## src/rtl/fbpa_pkg.sv

```systemverilog
package fbpa_pkg;

    localparam int POOL_DEPTH = 64;
    localparam int IDX_W      = $clog2(POOL_DEPTH);
    localparam int LINK_W     = IDX_W + 1;
    localparam logic [LINK_W-1:0] LINK_END = LINK_W'(POOL_DEPTH);

    localparam int ADDR_W     = 32;
    localparam int SIZE_W     = 16;
    localparam int DIV_STEPS  = ADDR_W;
    localparam int CNT_W      = $clog2(DIV_STEPS);

    localparam logic [1:0] KIND_ALLOC     = 2'd0;
    localparam logic [1:0] KIND_FREE      = 2'd1;
    localparam logic [1:0] KIND_TRANSLATE = 2'd2;

    localparam logic [2:0] ST_OK        = 3'd0;
    localparam logic [2:0] ST_EMPTY     = 3'd1;
    localparam logic [2:0] ST_RANGE     = 3'd2;
    localparam logic [2:0] ST_NOT_ALLOC = 3'd3;
    localparam logic [2:0] ST_MISALIGN  = 3'd4;

    localparam logic REG_BASE_ADDRESS = 1'b0;
    localparam logic REG_BLOCK_SIZE   = 1'b1;

    localparam logic [ADDR_W-1:0] BASE_RESET = '0;
    localparam logic [SIZE_W-1:0] SIZE_RESET = SIZE_W'(16);

    typedef struct packed {
        logic [1:0]        kind;
        logic [ADDR_W-1:0] address;
    } t_in_req;

    typedef struct packed {
        logic [2:0]        status;
        logic [IDX_W-1:0]  block_index;
        logic [ADDR_W-1:0] block_address;
    } t_out_rsp;

    typedef struct packed {
        logic load;
        logic step;
        logic rd;
        logic commit;
    } t_cmd;

    typedef struct packed {
        logic in_div;
        logic div_last;
        logic need_rd;
        logic out_busy;
    } t_sts;

endpackage

```

## src/rtl/fbpa_ctrl.sv

```systemverilog
module fbpa_ctrl
    import fbpa_pkg::*;
(
    input  logic i_clk,
    input  logic i_rst_n,
    input  logic i_in_valid,
    output logic o_in_ready,
    input  t_sts i_sts,
    output t_cmd o_cmd
);

    localparam logic [1:0] S_IDLE = 2'd0;
    localparam logic [1:0] S_DIV  = 2'd1;
    localparam logic [1:0] S_CHK  = 2'd2;
    localparam logic [1:0] S_FIN  = 2'd3;

    logic [1:0] r_state;
    logic [1:0] n_state;

    always_ff @(posedge i_clk) begin
        if (!i_rst_n) begin
            r_state <= S_IDLE;
        end else begin
            r_state <= n_state;
        end
    end

    always_comb begin
        n_state = r_state;
        o_cmd   = '0;
        case (r_state)
            S_IDLE: begin
                if (i_in_valid) begin
                    o_cmd.load = 1'b1;
                    n_state    = i_sts.in_div ? S_DIV : S_CHK;
                end
            end
            S_DIV: begin
                o_cmd.step = 1'b1;
                if (i_sts.div_last) begin
                    n_state = S_CHK;
                end
            end
            S_CHK: begin
                o_cmd.rd = i_sts.need_rd;
                n_state  = S_FIN;
            end
            S_FIN: begin
                if (!i_sts.out_busy) begin
                    o_cmd.commit = 1'b1;
                    n_state      = S_IDLE;
                end
            end
            default: begin
                n_state = S_IDLE;
            end
        endcase
    end

    assign o_in_ready = (r_state == S_IDLE);

endmodule

```

## src/rtl/fbpa_dp.sv

```systemverilog
module fbpa_dp
    import fbpa_pkg::*;
(
    input  logic              i_clk,
    input  logic              i_rst_n,
    input  logic              i_cfg_valid,
    input  logic              i_cfg_index,
    input  logic [ADDR_W-1:0] i_cfg_data,
    input  t_in_req           i_in_req,
    input  logic              i_out_ready,
    output logic              o_out_valid,
    output t_out_rsp          o_out_rsp,
    input  t_cmd              i_cmd,
    output t_sts              o_sts
);

    logic [ADDR_W-1:0]     r_base;
    logic [SIZE_W-1:0]     r_size;
    logic [LINK_W-1:0]     r_head;
    logic [1:0]            r_kind;
    logic [ADDR_W-1:0]     r_quo;
    logic [SIZE_W-1:0]     r_rem;
    logic [CNT_W-1:0]      r_cnt;
    logic [LINK_W-1:0]     r_mem [POOL_DEPTH];
    logic [POOL_DEPTH-1:0] r_vld;
    logic [LINK_W-1:0]     r_rdata;
    logic                  r_rd_vld;
    logic [IDX_W-1:0]      r_rd_addr;
    logic                  r_out_valid;
    t_out_rsp              r_out_rsp;

    logic [SIZE_W:0]       rem_sh;
    logic                  rem_ge;
    logic                  in_range;
    logic                  head_empty;
    logic [IDX_W-1:0]      head_idx;
    logic [IDX_W-1:0]      quo_idx;
    logic [IDX_W-1:0]      rd_addr;
    logic [LINK_W-1:0]     link_val;
    logic [ADDR_W-1:0]     alloc_addr;
    logic                  wr_en;
    logic [IDX_W-1:0]      wr_addr;
    logic [LINK_W-1:0]     wr_data;
    logic [LINK_W-1:0]     n_head;
    t_out_rsp              n_rsp;

    always_ff @(posedge i_clk) begin
        if (!i_rst_n) begin
            r_base <= BASE_RESET;
            r_size <= SIZE_RESET;
        end else if (i_cfg_valid) begin
            case (i_cfg_index)
                REG_BASE_ADDRESS: r_base <= i_cfg_data;
                REG_BLOCK_SIZE:   r_size <= i_cfg_data[SIZE_W-1:0];
                default:          r_base <= r_base;
            endcase
        end
    end

    assign rem_sh = {r_rem, r_quo[ADDR_W-1]};
    assign rem_ge = (rem_sh >= {1'b0, r_size});

    always_ff @(posedge i_clk) begin
        if (i_cmd.load) begin
            r_kind <= i_in_req.kind;
            r_quo  <= i_in_req.address - r_base;
            r_rem  <= '0;
        end else if (i_cmd.step) begin
            r_quo <= {r_quo[ADDR_W-2:0], rem_ge};
            r_rem <= rem_ge ? SIZE_W'(rem_sh - {1'b0, r_size}) : rem_sh[SIZE_W-1:0];
        end
    end

    always_ff @(posedge i_clk) begin
        if (!i_rst_n) begin
            r_cnt <= '0;
        end else if (i_cmd.load) begin
            r_cnt <= '0;
        end else if (i_cmd.step) begin
            r_cnt <= r_cnt + CNT_W'(1);
        end
    end

    assign in_range   = (r_size != '0) && (r_quo < ADDR_W'(POOL_DEPTH));
    assign head_empty = (r_head >= LINK_END);
    assign head_idx   = r_head[IDX_W-1:0];
    assign quo_idx    = r_quo[IDX_W-1:0];
    assign rd_addr    = (r_kind == KIND_ALLOC) ? head_idx : quo_idx;

    always_ff @(posedge i_clk) begin
        if (wr_en) begin
            r_mem[wr_addr] <= wr_data;
        end
        if (i_cmd.rd) begin
            r_rdata   <= r_mem[rd_addr];
            r_rd_vld  <= r_vld[rd_addr];
            r_rd_addr <= rd_addr;
        end
    end

    always_ff @(posedge i_clk) begin
        if (!i_rst_n) begin
            r_vld <= '0;
        end else if (wr_en) begin
            r_vld[wr_addr] <= 1'b1;
        end
    end

    assign link_val   = r_rd_vld ? r_rdata : (LINK_W'(r_rd_addr) + LINK_W'(1));
    assign alloc_addr = r_base + ADDR_W'(head_idx) * ADDR_W'(r_size);

    always_comb begin
        n_rsp   = '0;
        n_head  = r_head;
        wr_en   = 1'b0;
        wr_addr = head_idx;
        wr_data = r_head;
        case (r_kind)
            KIND_ALLOC: begin
                if (head_empty) begin
                    n_rsp.status = ST_EMPTY;
                end else begin
                    n_rsp.status        = ST_OK;
                    n_rsp.block_index   = head_idx;
                    n_rsp.block_address = alloc_addr;
                    n_head              = link_val;
                    wr_en               = i_cmd.commit;
                end
            end
            KIND_FREE: begin
                wr_addr = quo_idx;
                if (!in_range) begin
                    n_rsp.status = ST_RANGE;
                end else if (link_val != LINK_W'(quo_idx)) begin
                    n_rsp.status = ST_NOT_ALLOC;
                end else begin
                    n_rsp.status      = ST_OK;
                    n_rsp.block_index = quo_idx;
                    n_head            = LINK_W'(quo_idx);
                    wr_en             = i_cmd.commit;
                end
            end
            KIND_TRANSLATE: begin
                if (!in_range) begin
                    n_rsp.status = ST_RANGE;
                end else if (r_rem != '0) begin
                    n_rsp.status = ST_MISALIGN;
                end else begin
                    n_rsp.status      = ST_OK;
                    n_rsp.block_index = quo_idx;
                end
            end
            default: begin
                n_rsp.status = ST_RANGE;
            end
        endcase
    end

    always_ff @(posedge i_clk) begin
        if (!i_rst_n) begin
            r_head <= '0;
        end else if (i_cmd.commit) begin
            r_head <= n_head;
        end
    end

    always_ff @(posedge i_clk) begin
        if (!i_rst_n) begin
            r_out_valid <= 1'b0;
        end else if (i_cmd.commit) begin
            r_out_valid <= 1'b1;
        end else if (i_out_ready) begin
            r_out_valid <= 1'b0;
        end
    end

    always_ff @(posedge i_clk) begin
        if (i_cmd.commit) begin
            r_out_rsp <= n_rsp;
        end
    end

    assign o_sts.in_div   = ((i_in_req.kind == KIND_FREE) || (i_in_req.kind == KIND_TRANSLATE))
                            && (r_size != '0);
    assign o_sts.div_last = (r_cnt == CNT_W'(DIV_STEPS - 1));
    assign o_sts.need_rd  = ((r_kind == KIND_ALLOC) && !head_empty)
                            || ((r_kind == KIND_FREE) && in_range);
    assign o_sts.out_busy = r_out_valid && !i_out_ready;

    assign o_out_valid = r_out_valid;
    assign o_out_rsp   = r_out_rsp;

`ifndef SYNTHESIS
    a_head_bound: assert property (@(posedge i_clk) disable iff (!i_rst_n)
        r_head <= LINK_END)
        else $error("free list head beyond end mark");

    a_commit_slot: assert property (@(posedge i_clk) disable iff (!i_rst_n)
        i_cmd.commit |-> (!r_out_valid || i_out_ready))
        else $error("result written over an untaken result");

    a_err_zero: assert property (@(posedge i_clk) disable iff (!i_rst_n)
        (r_out_valid && (r_out_rsp.status != ST_OK)) |->
            ((r_out_rsp.block_index == '0) && (r_out_rsp.block_address == '0)))
        else $error("error result carries nonzero index or address");

    a_step_count: assert property (@(posedge i_clk) disable iff (!i_rst_n)
        i_cmd.load |=> (r_cnt == '0))
        else $error("divider count not cleared on load");
`endif

endmodule

```

## src/rtl/fixed_block_pool_allocator.sv

```systemverilog
// Fixed-size block pool allocator: a LIFO free list over POOL_DEPTH blocks.
// Request channel (i_in_valid / o_in_ready, i_in_req): kind and address.
//   Allocate pops the free list head; free and translate turn an address into
//   a block index with a bit-serial divide of (address - base) by block size.
// Response channel (o_out_valid / i_out_ready, o_out_rsp): status, index and
//   address, one response per request, in request order.
// Config channel (i_cfg_valid / o_cfg_ready): index 0 base address, index 1
//   block size; write only while no request is in flight.
// Free and translate requests with a nonzero block size run the 32 steps of
//   the restoring divider, which retires one quotient bit per cycle; allocate
//   and the other requests skip the divider.
// One request is in flight at a time; the next is accepted once the current
//   result sits in the output register, even if it is not yet taken.
// A stalled receiver holds the result in the output register; a following
//   request runs to completion and then waits for the register to drain.
// Reset: base 0, block size 16, all blocks free with list head at block 0;
//   the link memory reads through per-entry valid bits, so no clearing pass.
module fixed_block_pool_allocator
    import fbpa_pkg::*;
(
    input  logic              i_clk,
    input  logic              i_rst_n,
    input  logic              i_cfg_valid,
    output logic              o_cfg_ready,
    input  logic              i_cfg_index,
    input  logic [ADDR_W-1:0] i_cfg_data,
    input  logic              i_in_valid,
    output logic              o_in_ready,
    input  t_in_req           i_in_req,
    output logic              o_out_valid,
    input  logic              i_out_ready,
    output t_out_rsp          o_out_rsp
);

    t_cmd cmd;
    t_sts sts;

    assign o_cfg_ready = 1'b1;

    fbpa_ctrl u_ctrl (
        .i_clk      (i_clk),
        .i_rst_n    (i_rst_n),
        .i_in_valid (i_in_valid),
        .o_in_ready (o_in_ready),
        .i_sts      (sts),
        .o_cmd      (cmd)
    );

    fbpa_dp u_dp (
        .i_clk       (i_clk),
        .i_rst_n     (i_rst_n),
        .i_cfg_valid (i_cfg_valid),
        .i_cfg_index (i_cfg_index),
        .i_cfg_data  (i_cfg_data),
        .i_in_req    (i_in_req),
        .i_out_ready (i_out_ready),
        .o_out_valid (o_out_valid),
        .o_out_rsp   (o_out_rsp),
        .i_cmd       (cmd),
        .o_sts       (sts)
    );

endmodule

```

## config.mk

```make
export PLATFORM = sky130hd
export DESIGN_NAME = fixed_block_pool_allocator
export DESIGN_NICKNAME = d
export VERILOG_FILES = /design/src/rtl/fbpa_pkg.sv /design/src/rtl/fbpa_ctrl.sv /design/src/rtl/fbpa_dp.sv /design/src/rtl/fixed_block_pool_allocator.sv
export SDC_FILE = /design/constraint.sdc
export NUM_CORES = 1
export LEC_CHECK = 0
export BUFFER_PORTS_ARGS = -buffer_cell sky130_fd_sc_hd__buf_2
export CORE_ASPECT_RATIO = 2
export CORE_MARGIN = 2
export CORE_UTILIZATION = 57
export CTS_CLUSTER_DIAMETER = 100
export DETAILED_ROUTE_END_ITERATION = 12
export PLACE_DENSITY = 0.77
export SYNTH_ARGS = -nofsm -noshare
export SYNTH_HDL_FRONTEND = slang
export SYNTH_HIERARCHICAL = 1
export SYNTH_SLANG_ARGS = --single-unit
```

## constraint.sdc

```tcl
create_clock -name i_clk -period 5.8 [get_ports i_clk]
set_clock_uncertainty 0.1 [all_clocks]
set_input_delay 0.29 -clock i_clk [delete_from_list [all_inputs] [get_ports i_clk]]
set_output_delay 0.29 -clock i_clk [all_outputs]
set_load 0.05 [all_outputs]
```

==> results.py, run 1 <==
metrics = {
    "worst_setup_path": {
        "worstPathRequired_ps": 6060,
        "crit_family": "adder cells",
        "r2r-start": "u_dp/r_head[4]$_SDFFE_PN0P_",
        "crit_buf_inv": 3,
        "cp_slowest_stage_delay_ps": 590,
        "cp_common_cell": "fa_1",
        "crit_type": "reg2reg",
        "cp-start-kind": "flop",
        "worstPathArrival_ps": 5870,
        "crit_path_cell_trace": "inv_1 -> buf_4 -> nor2_1 -> fa_1 -> fa_1 -> fa_1 -> fa_1 -> ha_1 -> a21o_1 -> or3_1 -> a31o_2 -> nand3b_1 -> nand3_1 -> a41oi_1 -> buf_4 -> or3_1 -> a21oi_1",
        "crit_path_end_kind": "flop",
        "cp_max_fo": 12,
        "crit_path_start": "u_dp/r_head[4]$_SDFFE_PN0P_",
        "cpMaxStageDelayCell": "fa_1",
    },
    "timing": {
        "layout_min_cycle_time_ps": 5610,
        "hold_violations": 0,
        "finalSetupViolCount": 0,
        "setup_slack_ps": 193,
        "whs_ps": 28.0,
        "worstMarginPinSlew_ps": 1270,
        "maxSlewHeadroom_pct": 14.3,
        "period_share_pct": 96.7,
        "fmax_ghz": 0.178,
        "rsz0062_at_grt": "no",
        "tns_ps": 0,
        "slew_violations": 0,
    },
    "detailed_routing": {
        "drc": 0,
        "drtAntennaViolNets": 0,
        "vias_per_cell": 6.38,
        "firstDrtPassIters": 6,
        "wire_per_inst_um": 24.0,
        "vias": 26200,
        "detail_route.iter0.violations": 2910,
        "routed_wl_mm": 98.6,
    },
    "synth": {
        "syn_nets": 3432,
        "synth_mux_area_share_pct": 1.44,
        "ys_types": 79,
        "netlist_area_um2": 34100,
        "yosysSeqAreaShare_pct": 55.6,
        "synth_edf_count": 537,
        "synth_fa_ha_area_share_pct": 7.99,
        "yosys_most_used_dff": "edfxtp_1",
        "synthArstFlopShare_pct": 0,
        "yosys_register_bits": 680,
        "yosys_warnings": 6,
        "synth_top_family_by_area": "simple AND/OR/NAND/NOR gates",
        "syn_inst": 3189,
        "yosys.area_share.simple_pct": 18.3,
        "avgSynthCellArea_um2": 10.7,
        "synth-xor-area-share_pct": 1.59,
        "synth-compound-area-share_pct": 10.8,
    },
    "clock_network": {
        "post-cts-setup-buffer-count": 0,
        "cts-root-buf": "clkbuf_16",
        "cts_sinks": 680,
        "cts_tree": "yes",
        "htree_num_levels": 2,
        "insertion_delay_ps": 630,
        "cts_buffers": 56,
        "cts.clk_slew.worst_paths_ps": 70,
        "max-clock-path-buffers": 3,
    },
    "placed_design": {
        "dp_slack_ps": 114,
        "io_buffers": 114,
        "gp_congestion": 1.02,
        "dp_hpwl_mm": 67.2,
    },
    "global_routing": {
        "gr-total-overflow": 0,
        "busiest_layer": "met2",
        "grt_first_pass_wirelength_mm": 149,
        "grtUsageMet1_pct": 32.6,
        "grt_max_degree": 126,
        "antenna_found_initial": 1,
        "use_met2_pct": 57.3,
        "grt_pass1_vias": 26700,
        "grt_util_all_layers_pct": 31.7,
        "grt_util_met3_pct": 4.16,
    },
    "min_path": {
        "hp-start": "i_in_valid",
        "min-delay-path-class": "in2reg",
    },
    "die": {
        "core_um2": 59100,
        "io_pins": 116,
        "num_rows": 126,
        "die_y_um": 350,
        "initial_utilization_pct": 57.7,
        "die_area_um2": 62000,
        "die-width_um": 177,
    },
    "flow_run": {
        "drv_cap": 0,
    },
    "final_layout": {
        "final_common_cell": "nand2_1",
        "nets": 3545,
        "drive_gt1_share_pct": 10.9,
        "area_delta_synth_final_pct": 11.0,
        "antenna-diode-count": 0,
        "layout_common_cells": "nand2_1, edfxtp_1, nand3_1",
    },
    "pwr": {
        "power.leakage_nw": 14.5,
        "power_density_nw_per_um2": 388,
        "peakVddDrop_v": 0.000488,
    },
    "status": {
        "outcome": "finished, final reports clean",
    },
}
-- path summary, 6_finish.rpt --
path	cells past startpoint	slack, ps	to
max	17	190	u_dp/o_out_rsp[30]$_SDFFCE_PN0P_
max reg2reg	17	190	u_dp/o_out_rsp[30]$_SDFFCE_PN0P_
min reg2reg	2	360	u_dp/r_base[5]$_SDFFE_PN0P_
min	4	30	u_ctrl/r_state[1]$_SDFFE_PN0P_
-- layout make-up --
cell class                 instances  area, um2
tap                              768        961
clock buffer                      76       1600
clock inverter                    27        243
timing repair buffer             245       1720
fill                            4442      21200
inverter                         153        581
multi-input combinational       2166      13800
sequential                       680      19000
-- state kept, by name, summed over array words and instances, names as in the netlist --
| register | count |
|---|---|
| u_dp/r_mem | 448 |
| u_dp/r_vld | 64 |
| u_dp/o_out_rsp | 41 |
| u_dp/r_base | 32 |
| u_dp/r_quo | 32 |
| u_dp/r_rem | 16 |
| u_dp/r_size | 16 |
| u_dp/r_head | 7 |
| u_dp/r_rdata | 7 |
| u_dp/r_rd_addr | 6 |
| u_dp/r_cnt | 5 |
| u_ctrl/r_state | 2 |
| u_dp/r_kind | 2 |
| u_dp/o_out_valid | 1 |
| u_dp/r_rd_vld | 1 |
-- timing repair --
item | in CTS | in global routing
setup endpoints to repair | 0 | 13
resized for setup | 0 | 9
hold endpoints to repair | 51 | 0
hold buffers | 35 | 0
-- routing by layer --
layer / wire, um / vias to the layer above
met5: 13 / -
met4: 8830 / 2
met3: 7000 / 441
met2: 51300 / 1450
met1: 31500 / 12700
li1: - / 11700
-- cells in the mapped netlist, types with 17 or more instances --
library cell / instances / area share (%)
a211oi_1: 37 / 0.81
a21o_1: 19 / 0.42
a21oi_1: 106 / 1.6
a22o_1: 70 / 1.8
a311oi_1: 97 / 2.5
a31oi_1: 28 / 0.51
and2_1: 58 / 1.1
and3_1: 54 / 0.99
buf_2: 56 / 0.82
clkbuf_1: 103 / 1.1
dfxtp_1: 143 / 8.4
edfxtp_1: 537 / 47
fa_1: 78 / 4.6
ha_1: 93 / 3.4
inv_1: 148 / 1.6
mux2_2: 21 / 0.69
mux2i_1: 24 / 0.70
nand2_1: 670 / 7.4
nand3_1: 243 / 3.6
nor2_1: 173 / 1.9
nor2b_1: 17 / 0.31
nor3_1: 33 / 0.48
nor4_1: 47 / 0.86
o21ai_0: 50 / 0.73
or3_1: 19 / 0.35
xnor2_1: 37 / 0.95
xor2_1: 25 / 0.64
-- stage by stage --
step	total power [mW]	cells	util (%)	cell area, um2
floorplan	9.20	3189	-	34100
global placement	10.7	3977	60.3	35700
finish	14.7	4115	64.1	37900
global route	15.3	4115	64.1	37900
detailed placement	10.8	3977	60.3	35700
CTS	14.6	4115	64.0	37900
-- tightest hold or removal path, cell delays in order --
cell	delay (ps)
buf_2	110
inv_1	50
a222oi_1	110
mux2i_1	140
-- cell families after synthesis --
group / Yosys count
AOI/OAI and AO/OA: 511
and+or+nand+nor: 1375
buffers and inverters: 343
muxes: 46
adders and majority gates: 171
other: 1
xor gates and xnor gates: 62
DFF: 680
-- power breakdown --
part	switching, mW	internal [mW]
Clock	1.76	2.08
Sequential	0.258	5.56
Combinational	3.51	1.54
Total	5.52	9.18
Note: power is estimated with default switching activity, not from simulation.
==> run 2: changes to the inputs <==
- BUFFER_PORTS_ARGS: -buffer_cell sky130_fd_sc_hd__buf_2 -> unset
- CORE_UTILIZATION: 57 -> 58
- DONT_BUFFER_PORTS: unset -> 1
- PLACE_DENSITY: 0.77 -> 0.76
==> results.py, run 2 (same netlist as run 1, synthesis figures left out) <==
metrics = {
    "status": {
        "outcome": "finished, final reports clean",
    },
    "worst_setup_path": {
        "crit_family": "adder cells",
        "r2r_setup_slack_ps": 240,
        "crit_type": "reg2reg",
        "crit_path_cell_trace": "nand2_1 -> fa_1 -> fa_1 -> inv_1 -> fa_1 -> inv_1 -> fa_1 -> inv_1 -> ha_1 -> a2111oi_0 -> o21ai_0 -> a31o_2 -> nand3b_1 -> nand3_1 -> a41oi_1 -> buf_4 -> or3_1 -> a21oi_1",
        "worstPathRequired_ps": 6030,
        "crit_buf_inv": 4,
        "cp_common_cell": "fa_1",
        "rr_endpoint": "u_dp/o_out_rsp[26]$_SDFFCE_PN0P_",
        "cp_slowest_stage_delay_ps": 550,
        "cp_max_fo": 8,
        "r2r-start": "u_dp/r_size[2]$_SDFFE_PN0P_",
        "worstPathArrival_ps": 5790,
        "cp-start-kind": "flop",
        "cpMaxStageDelayCell": "fa_1",
        "crit_path_end_kind": "flop",
        "rr_worst_depth": 18,
    },
    "clock_network": {
        "cts-root-buf": "clkbuf_16",
        "cts.clk_slew.worst_paths_ps": 70,
        "cts_buffers": 59,
        "insertion_delay_ps": 650,
        "max-clock-path-buffers": 3,
        "htree_num_levels": 2,
        "cts_sinks": 680,
        "cts_tree": "yes",
        "post-cts-setup-buffer-count": 0,
    },
    "detailed_routing": {
        "wire_per_inst_um": 24.5,
        "detail_route.iter0.violations": 2549,
        "firstDrtPassIters": 8,
        "drtAntennaViolNets": 0,
        "routed_wl_mm": 98.0,
        "vias": 25800,
        "vias_per_cell": 6.44,
        "drc": 0,
    },
    "global_routing": {
        "grt_pass1_vias": 26100,
        "grt_max_degree": 145,
        "gr-total-overflow": 0,
        "grt_first_pass_wirelength_mm": 148,
        "grt_util_all_layers_pct": 31.9,
        "antenna_found_initial": 1,
    },
    "timing": {
        "hold_violations": 0,
        "period_share_pct": 95.8,
        "tns_ps": 0,
        "setup_slack_ps": 241,
        "finalSetupViolCount": 0,
        "maxSlewHeadroom_pct": 4.44,
        "fmax_ghz": 0.180,
        "layout_min_cycle_time_ps": 5560,
        "worstMarginPinSlew_ps": 1420,
        "slew_violations": 0,
        "rsz0062_at_grt": "no",
    },
    "min_path": {
        "min_path_cells": 4,
        "min-delay-path-class": "in2reg",
        "hp-start": "i_cfg_index",
        "min_to": "u_dp/r_base[6]$_SDFFE_PN0P_",
    },
    "flow_run": {
        "drv_cap": 0,
    },
    "pwr": {
        "power_density_nw_per_um2": 398,
        "peakVddDrop_v": 0.000389,
        "power.leakage_nw": 14.1,
        "power_mw": 14.9,
    },
    "final_layout": {
        "top_register": "u_dp/r_mem",
        "drive_gt1_share_pct": 8.19,
        "nets": 3439,
        "layout_common_cells": "nand2_1, edfxtp_1, nand3_1",
        "area_delta_synth_final_pct": 10.0,
        "antenna-diode-count": 0,
        "final_common_cell": "nand2_1",
        "largest_reg_flops": 448,
    },
    "die": {
        "core_um2": 58200,
        "die_y_um": 347,
        "die_area_um2": 60900,
        "io_pins": 116,
        "die-width_um": 176,
        "num_rows": 125,
        "initial_utilization_pct": 58.7,
    },
    "placed_design": {
        "dp_slack_ps": 107,
        "io_buffers": 0,
        "dp_hpwl_mm": 67.5,
        "gp_congestion": 0.986,
    },
}
[run 2: metrics by stage]
step | hold slack, ps | utilization, % | cell area [um2] | instances
2_1_floorplan | 289 | - | 34100 | 3189
4_1_cts | 12.3 | 64.5 | 37500 | 4008
3_3_place_gp | 290 | 60.3 | 35100 | 3857
6_report | 28.1 | 64.5 | 37500 | 4008
5_1_grt | 25.9 | 64.5 | 37500 | 4008
3_5_place_dp | 290 | 60.3 | 35100 | 3857
[run 2: report_power, final]
part / internal [mW] / leakage [nW] / switching, mW / total, mW
clock: 2.24 / 0.960 / 1.84 / 4.09
combinational: 1.52 / 6.45 / 3.45 / 4.96
sequential: 5.57 / 6.68 / 0.320 / 5.89
[run 2: what timing repair did]
item                                    in CTS  in global routing
gates resized for setup                      0                  4
hold buffers                                40                  0
endpoints found under the setup margin       0                  9
hold endpoints to repair                   123                  0
[run 2: worst max-delay path by stage]
stage	from	end	slack, ps	depth (start not counted)
2_1_floorplan	u_dp/r_head[2]$_SDFFE_PN0P_	u_dp/o_out_rsp[27]$_SDFFCE_PN0P_	10	19
3_3_place_gp	u_dp/r_size[3]$_SDFFE_PN0P_	u_dp/o_out_rsp[27]$_SDFFCE_PN0P_	170	20
3_5_place_dp	u_dp/r_head[3]$_SDFFE_PN0P_	u_dp/o_out_rsp[31]$_SDFFCE_PN0P_	110	16
4_1_cts	u_dp/r_head[3]$_SDFFE_PN0P_	u_dp/o_out_rsp[31]$_SDFFCE_PN0P_	80	16
5_1_grt	u_dp/r_head[5]$_SDFFE_PN0P_	u_dp/o_out_rsp[30]$_SDFFCE_PN0P_	10	18
6_report	u_dp/r_size[2]$_SDFFE_PN0P_	u_dp/o_out_rsp[26]$_SDFFCE_PN0P_	240	18
[run 2: area by class of cell]
cell class,count,area (um2)
clock buffers,70,1550
clock inverters,41,450
fillers,4528,20600
inverters,153,579
multi-input cells,2166,13800
flip-flops and latches,680,19000
well taps,762,953
repair buffers,136,1200
[run 2: worst reg2reg max path: stages (launching register included)]
cell,delay [ps]
dfxtp_1,420
nand2_1,110
fa_1,470
fa_1,550
inv_1,50
fa_1,520
inv_1,50
fa_1,490
inv_1,40
ha_1,350
a2111oi_0,470
o21ai_0,280
a31o_2,320
nand3b_1,190
nand3_1,200
a41oi_1,260
buf_4,170
or3_1,120
a21oi_1,60
[run 2: per-layer routing]
metal / part of all wire, % / track usage [%]
met1: 32 / 32.5
met2: 52 / 56.7
met3: 7.0 / 5.30
met4: 9.5 / 26.1
met5: 0 / 0
